$ cat src/rtl/core/block_hash_chain_store_macros.svh
// Assertion helpers shared by the hash chain store modules.
`ifndef BLOCK_HASH_CHAIN_STORE_MACROS_SVH
`define BLOCK_HASH_CHAIN_STORE_MACROS_SVH

// Same-cycle implication, disabled while in reset.
`define BHCS_ASSERT_NOW(label, clk, rst, ante, cons, msg) \
   label: assert property (@(posedge clk) disable iff (rst) (ante) |-> (cons)) \
      else $error(msg);

// Next-cycle implication, disabled while in reset.
`define BHCS_ASSERT_NEXT(label, clk, rst, ante, cons, msg) \
   label: assert property (@(posedge clk) disable iff (rst) (ante) |=> (cons)) \
      else $error(msg);

`endif

$ cat src/rtl/core/bhcs_pkg.sv
`default_nettype none

package bhcs_pkg;

   // Store geometry
   localparam int DEF_MAX_BLOCKS = 65536;
   localparam int WORD_W         = 64;
   localparam int WORDS          = 4;
   localparam int WORD_IDX_W     = 2;

   // Field widths
   localparam int HEIGHT_W = 17;
   localparam int DET_W    = 16;

   // Locator walk: dense steps, then doubling steps, capped
   localparam int DENSE_STEPS = 10;
   localparam int MAX_STEPPED = 25;
   localparam int STEP_W      = 5;
   localparam int BACK_W      = 17;
   localparam int MULT_W      = 16;

   typedef enum logic [1:0] {
      OP_APPEND   = 2'd0,
      OP_COMPARE  = 2'd1,
      OP_TRUNCATE = 2'd2,
      OP_LOCATOR  = 2'd3
   } bhcs_op_type;

   typedef enum logic [1:0] {
      KIND_STATUS,
      KIND_COMPARE,
      KIND_LOCATOR
   } bhcs_kind_type;

   typedef enum logic [3:0] {
      S_IDLE,
      S_DECODE,
      S_WRITE,
      S_REPLY,
      S_CREAD,
      S_CWAIT,
      S_CEVAL,
      S_CREPLY,
      S_LREAD,
      S_LWAIT,
      S_LEMIT
   } bhcs_state_type;

   // Controller to datapath
   typedef struct packed {
      logic                  cap_req;
      logic                  judge;
      logic                  wr_en;
      logic                  rd_en;
      logic [WORD_IDX_W-1:0] word;
      logic                  len_inc;
      logic                  len_set;
      logic                  mm_clear;
      logic                  mm_update;
      logic                  loc_init;
      logic                  loc_step;
      logic                  out_load;
      bhcs_kind_type         out_kind;
   } bhcs_cmd_type;

   // Datapath to controller
   typedef struct packed {
      bhcs_op_type op;
      logic        item_first;
      logic        item_last;
      logic        append_ok;
      logic        len_zero;
      logic        in_range;
      logic        loc_more;
      logic        out_free;
   } bhcs_stat_type;

endpackage

`default_nettype wire

$ cat src/rtl/core/bhcs_ctrl.sv
`default_nettype none
`include "block_hash_chain_store_macros.svh"

module bhcs_ctrl (
   input  logic                    clock,
   input  logic                    reset,
   input  logic                    req_valid,
   output logic                    req_stall,
   input  bhcs_pkg::bhcs_stat_type stat,
   output bhcs_pkg::bhcs_cmd_type  cmd
);

   import bhcs_pkg::*;

   localparam logic [WORD_IDX_W-1:0] LAST_WORD = WORD_IDX_W'(WORDS - 1);

   bhcs_state_type         state_ff, state_in;
   logic [WORD_IDX_W-1:0]  wcnt_ff, wcnt_in;
   logic                   last_word;

   assign last_word = (wcnt_ff == LAST_WORD);

   // Next state and word counter
   always_comb begin
      state_in = state_ff;
      wcnt_in  = '0;
      case (state_ff)
         S_IDLE: begin
            if (req_valid) begin
               state_in = S_DECODE;
            end
         end
         S_DECODE: begin
            case (stat.op)
               OP_APPEND:   state_in = stat.append_ok ? S_WRITE : S_REPLY;
               OP_TRUNCATE: state_in = S_REPLY;
               OP_COMPARE:  state_in = stat.in_range ? S_CREAD : S_CEVAL;
               OP_LOCATOR:  state_in = stat.len_zero ? S_IDLE : S_LREAD;
               default:     state_in = S_IDLE;
            endcase
         end
         S_WRITE: begin
            wcnt_in = wcnt_ff + WORD_IDX_W'(1);
            if (last_word) begin
               state_in = S_REPLY;
            end
         end
         S_REPLY: begin
            if (stat.out_free) begin
               state_in = S_IDLE;
            end
         end
         S_CREAD: begin
            wcnt_in = wcnt_ff + WORD_IDX_W'(1);
            if (last_word) begin
               state_in = S_CWAIT;
            end
         end
         S_CWAIT: state_in = S_CEVAL;
         S_CEVAL: state_in = stat.item_last ? S_CREPLY : S_IDLE;
         S_CREPLY: begin
            if (stat.out_free) begin
               state_in = S_IDLE;
            end
         end
         S_LREAD: begin
            wcnt_in = wcnt_ff + WORD_IDX_W'(1);
            if (last_word) begin
               state_in = S_LWAIT;
            end
         end
         S_LWAIT: state_in = S_LEMIT;
         S_LEMIT: begin
            if (stat.out_free) begin
               state_in = stat.loc_more ? S_LREAD : S_IDLE;
            end
         end
         default: state_in = S_IDLE;
      endcase
   end

   always_ff @(posedge clock) begin
      if (reset) begin
         state_ff <= S_IDLE;
         wcnt_ff  <= '0;
      end else begin
         state_ff <= state_in;
         wcnt_ff  <= wcnt_in;
      end
   end

   // Datapath commands
   always_comb begin
      cmd          = '0;
      cmd.out_kind = KIND_STATUS;
      cmd.word     = wcnt_ff;
      req_stall    = 1'b1;
      case (state_ff)
         S_IDLE: begin
            req_stall   = 1'b0;
            cmd.cap_req = req_valid;
         end
         S_DECODE: begin
            cmd.judge    = 1'b1;
            cmd.len_set  = (stat.op == OP_TRUNCATE) && stat.in_range;
            cmd.mm_clear = (stat.op == OP_COMPARE) && stat.item_first;
            cmd.loc_init = (stat.op == OP_LOCATOR);
         end
         S_WRITE: begin
            cmd.wr_en   = 1'b1;
            cmd.len_inc = last_word;
         end
         S_REPLY: begin
            cmd.out_load = stat.out_free;
         end
         S_CREAD, S_LREAD: begin
            cmd.rd_en = 1'b1;
         end
         S_CEVAL: begin
            cmd.mm_update = 1'b1;
         end
         S_CREPLY: begin
            cmd.out_kind = KIND_COMPARE;
            cmd.out_load = stat.out_free;
            cmd.mm_clear = stat.out_free;
         end
         S_LEMIT: begin
            cmd.out_kind = KIND_LOCATOR;
            cmd.out_load = stat.out_free;
            cmd.loc_step = stat.out_free && stat.loc_more;
         end
         default: begin
            req_stall = 1'b1;
         end
      endcase
   end

   // A waiting result is never overwritten; writes only for a legal append
   `BHCS_ASSERT_NOW(a_load_free, clock, reset, cmd.out_load, stat.out_free, "result overwritten")
   `BHCS_ASSERT_NOW(a_write_legal, clock, reset, cmd.wr_en, stat.append_ok && (stat.op == OP_APPEND), "store write outside append")

endmodule

`default_nettype wire

$ cat config.mk
export PLATFORM = sky130hd
export DESIGN_NAME = bhcs_ctrl
export DESIGN_NICKNAME = d
export VERILOG_FILES = /design/src/rtl/core/bhcs_pkg.sv /design/src/rtl/core/bhcs_ctrl.sv
export VERILOG_INCLUDE_DIRS = /design/src /design/src/rtl/core
export SDC_FILE = /design/constraint.sdc
export NUM_CORES = 1
export LEC_CHECK = 0
export BUFFER_PORTS_ARGS = -buffer_cell sky130_fd_sc_hd__buf_2
export CORE_MARGIN = 8
export CORE_UTILIZATION = 39
export DETAILED_ROUTE_END_ITERATION = 8
export PLACE_DENSITY = 0.69
export RECOVER_POWER = 25
export SLEW_MARGIN = 20
export SYNTH_ARGS = -nofsm -noshare
export SYNTH_HDL_FRONTEND = slang
export SYNTH_SLANG_ARGS = --single-unit
$ cat constraint.sdc
create_clock -name clock -period 1.5 [get_ports clock]
set_clock_uncertainty 0.15 [all_clocks]
set_input_delay 0.15 -clock clock [delete_from_list [all_inputs] [get_ports clock]]
set_output_delay 0.15 -clock clock [all_outputs]
set_load 0.01 [all_outputs]
Word level (Yosys, flattened, before mapping)
Index checks and enable logic that the tools add are counted.
{"block": "totals", "ff_bits": 6, "input_bits": 12, "out_inout_bits": 16, "word_cells": 61}
{"block": "classes", "addsub": 1, "n_eq_ne": 20, "muxes": 26, "n_bitwise": 1, "reduce_logical": 11}
{"operator": "4-bit one-hot mux with 10 select lines", "count": 1}
{"operator": "4-bit two-way mux", "count": 8}
{"operator": "4-bit by 3-bit == test with 1-bit output (second input constant)", "count": 4}
{"operator": "4-bit one-hot mux with 4 select lines", "count": 1}
{"operator": "4-bit == test (second input constant)", "count": 3}
{"operator": "1-bit two-way mux", "count": 12}
{"operator": "2-bit != test (second input constant)", "count": 5}
{"operator": "4-bit by 2-bit == test with 1-bit output (second input constant)", "count": 2}
{"operator": "2-bit == test (second input constant)", "count": 3}
{"operator": "6-bit AND reduction", "count": 1}
{"operator": "2-bit OR reduction", "count": 3}
{"operator": "3-bit OR reduction", "count": 2}
{"operator": "4-bit by 1-bit == test with 1-bit output (second input constant)", "count": 1}
{"operator": "4-bit logical NOT", "count": 1}
{"operator": "2-bit one-hot mux with 2 select lines", "count": 1}
{"operator": "1-bit logical AND", "count": 3}
{"operator": "3-bit two-way mux", "count": 1}
{"operator": "2-bit by 1-bit adder with 2-bit output (second input constant)", "count": 1}
{"operator": "2-bit by 1-bit == test with 1-bit output (second input constant)", "count": 1}
{"operator": "2-bit logical NOT", "count": 1}
{"operator": "2-bit two-way mux", "count": 1}
{"operator": "2-bit by 1-bit != test with 1-bit output (second input constant)", "count": 1}
{"operator": "1-bit one-hot mux with 2 select lines", "count": 1}
{"operator": "1-bit NOT", "count": 1}

Longest topological paths before layout
{"block": "logic_depth", "depth_word": 4, "ltp_mapped": 6, "mapped_depth_nobuf": 6}

Least setup slack after synthesis
No wires, ideal clock.
{"block": "synth_timing", "path_kind": "flip-flop to flip-flop", "start": "reg state_ff[3]", "end": "reg state_ff[0]", "setup_time_ps": 121, "arrival_time_ps": 1431, "t_required_ps": 1229, "path_slack_ps": -202, "stages_incl_launch_ff": 6, "path_buffers": 1, "period_less_slack_ps": 1702, "cell_sequence": "dfxtp_1 > buf_6 > or4_4 > nor2_2 > a31oi_1 > mux2_4"}
{"block": "synth_via", "elab_chain_cells": 4, "elab_cells_between_ends": 20, "classes_between": "eq/ne: 16; mux: 1; reduce/logical: 3"}
{"element": "start: declaration", "line": "bhcs_ctrl.sv:17", "text": "bhcs_state_type state_ff, state_in;"}
{"element": "start signal: assignment", "line": "bhcs_ctrl.sv:87", "text": "state_ff <= state_in;"}
{"element": "4-bit by 3-bit == test with 1-bit output / 4-bit by 2-bit == test with 1-bit output (equally long branches)", "line": "bhcs_ctrl.sv:27", "text": "case (state_ff)"}
{"element": "2-bit OR reduction (no line)"}
{"element": "2-bit by 1-bit != test with 1-bit output (no line)"}
{"element": "6-bit AND reduction (no line)"}
Several ways; a longest one is shown, not always the timed one.
A chain may end at the register's enable or synchronous reset.

==> metrics.cfg <==
[setup_path]
cpPeakStageDelay_ns=0.55
crit_fanout=5
critPathLaunchType=flip-flop
end_kind=primary output
path_class=flip-flop to primary output
cp.required_ns=1.20
crit_chain=or4_4 > buf_6 > nor2_4 > buf_2
cp_slowest_cell=or4_4
arrival_ns=1.47

[logic_synthesis]
yosysWarnings=0
synth_ff_type=dfxtp_1
synth_edf_count=0
synth.distinct_cells=33
synthCells=75
syn-cell-area_um2=561
yosysSeqAreaShare_pct=21.4
yosysTopAreaCellShare_pct=21.4
syn_area_per_cell_um2=7.47
synth_seq_cells=6
synth_area_leaders=dfxtp_1 (21%), nor3_1 (6.3%), a21oi_1 (5.4%)
synth_area_leader_cell=dfxtp_1
syn-num-nets=88
synthArstFlopShare_pct=0

[power]
p_leak_nw=0.500
peakVddDrop_mv=0.864
total_power_mw=1.60
power_density_nw_per_um2=1480

[flow_run]
maxCapViolCount=0

[floorplan]
core-area_um2=1320
die_h_um=53.9
die_w_um=53.9
ios=28
placementRows=13
dieArea_um2=2910
initial_utilization_pct=42.5

[clocking]
htree_levels=1
cts_made_buffers=3
cts_tree=done
insertion_delay_ns=0.24
clockBufferDepth=2
root_buffer=clkbuf_4
cts_sinks=6
clk_pin_slew_ns=0.04

[final_layout]
final_cells=142
layout_commonest_cell=buf_2
diodes=0
final_cell_mix=buf_2 (23), buf_4 (22), buf_6 (7), a21oi_1 (6), inv_1 (5)
drive_gt1_share_pct=63.0
area_growth_pct=92.6
fin_util_pct=82.0
fill_cells=91
final_area_um2=1080
fin_nets=142

[place]
place_area_um2=866
place_congestion=0.845
port_buffers=27
dp.cells=133
dp_slack_ns=-0.205
place_hpwl_mm=1.54

[route]
ant_nets=0
wl_per_cell_um=14.6
drt_first_pass_iters=4
wirelength_mm=2.08
drtIter0Drc=22
via_per_inst=5.43
drc=0
vias=771

[hold_path]
hp-class=input port to flip-flop

[sta]
finalSetupViolCount=20
slew_viol_final=0
rsz0062_at_grt=yes
worst_pin_slew_ns=0.327
setup-tns-final_ns=-2.59
relSlewSlack_pct=78.1
fin_crit_sh_pct=118
max_freq_mhz=565
period_needed_ns=1.77
holdWs_ns=0.133
finalHoldViolations=0
setup_ws_ns=-0.271

[grt]
grtUsageTotal_pct=13.5
grt_pass1_wl_mm=3.03
antenna_found_initial=0
grt-ovfl-total=0
grt_max_degree=9
grt_pass1_vias=700

[outcome]
violations=setup timing
outcome=finished with violations

timing repair:
action                                  4_1_cts  5_1_grt
pin swaps                                     5        6
gates resized for setup                      18       15
endpoints found under the setup margin       18       20
buffers inserted                              3        2
hold buffers                                  1        0
hold endpoints to repair                      1        0
area by class of cell:
| class | count | area (µm²) | share of cell area [%] |
|---|---|---|---|
| clock buffers | 3 | 22.5 | 2.09 |
| inverters | 7 | 31.3 | 2.90 |
| multi-input cells | 57 | 502 | 46.5 |
| flip-flops and latches | 6 | 133 | 12.3 |
| well taps | 15 | 18.8 | 1.74 |
| repair buffers | 54 | 373 | 34.5 |
path summary, 6_finish.rpt:
kind | startpoint | end | slack [ns] | cells past startpoint
hold reg to reg | wcnt_ff[0] | wcnt_ff[0] | 0.33 | 1
setup reg to reg | state_ff[2] | state_ff[2] | -0.20 | 6
setup / recovery | state_ff[2] | cmd[14] | -0.27 | 4
hold / removal | stat[3] | state_ff[3] | 0.13 | 4
registers in the layout (all words and copies together) (netlist names):
name / count
state_ff: 4
wcnt_ff: 2
power breakdown:
group	total [mW]	internal (mW)	switching (mW)
logic	1.19	0.649	0.546
registers	0.263	0.206	0.0569
clock network	0.143	0.0901	0.0525
total	1.60	0.945	0.655
cell usage after synthesis, types with 2 or more instances:
cell,number
nor4_1,3
nor2b_1,2
o21ai_0,4
and3_1,3
buf_6,2
o2bb2ai_1,3
nor3_1,7
inv_1,7
nor2_1,3
o32a_1,2
nand2b_1,2
a21oi_1,6
dfxtp_1,6
nand3_1,2
a31oi_1,2
nand2_1,3
clkbuf_1,2
logic make-up after synthesis:
logic type	synth area share (%)
simple gates	32.6
compound gates	26.8
buf+inv	10.9
flops	21.4
mux	4.46
xor+xnor	1.56
fa+ha+maj	2.23
metal layers:
layer | global-route usage [%] | vias to the layer above | wire [µm]
li1 | - | 383 | -
met1 | 15.7 | 365 | 850
met2 | 24.7 | 19 | 1090
met3 | 2.20 | 4 | 123
met4 | 3.78 | 0 | 11
met5 | 0 | - | 0
critical path, delay by kind of cell (launching register included):
kind / cells / cell delay [ns]
AND/OR/NAND/NOR: 2 / 0.61
flip-flops: 1 / 0.35
buffers and inverters: 2 / 0.27
(Power assumes the default switching activity.)
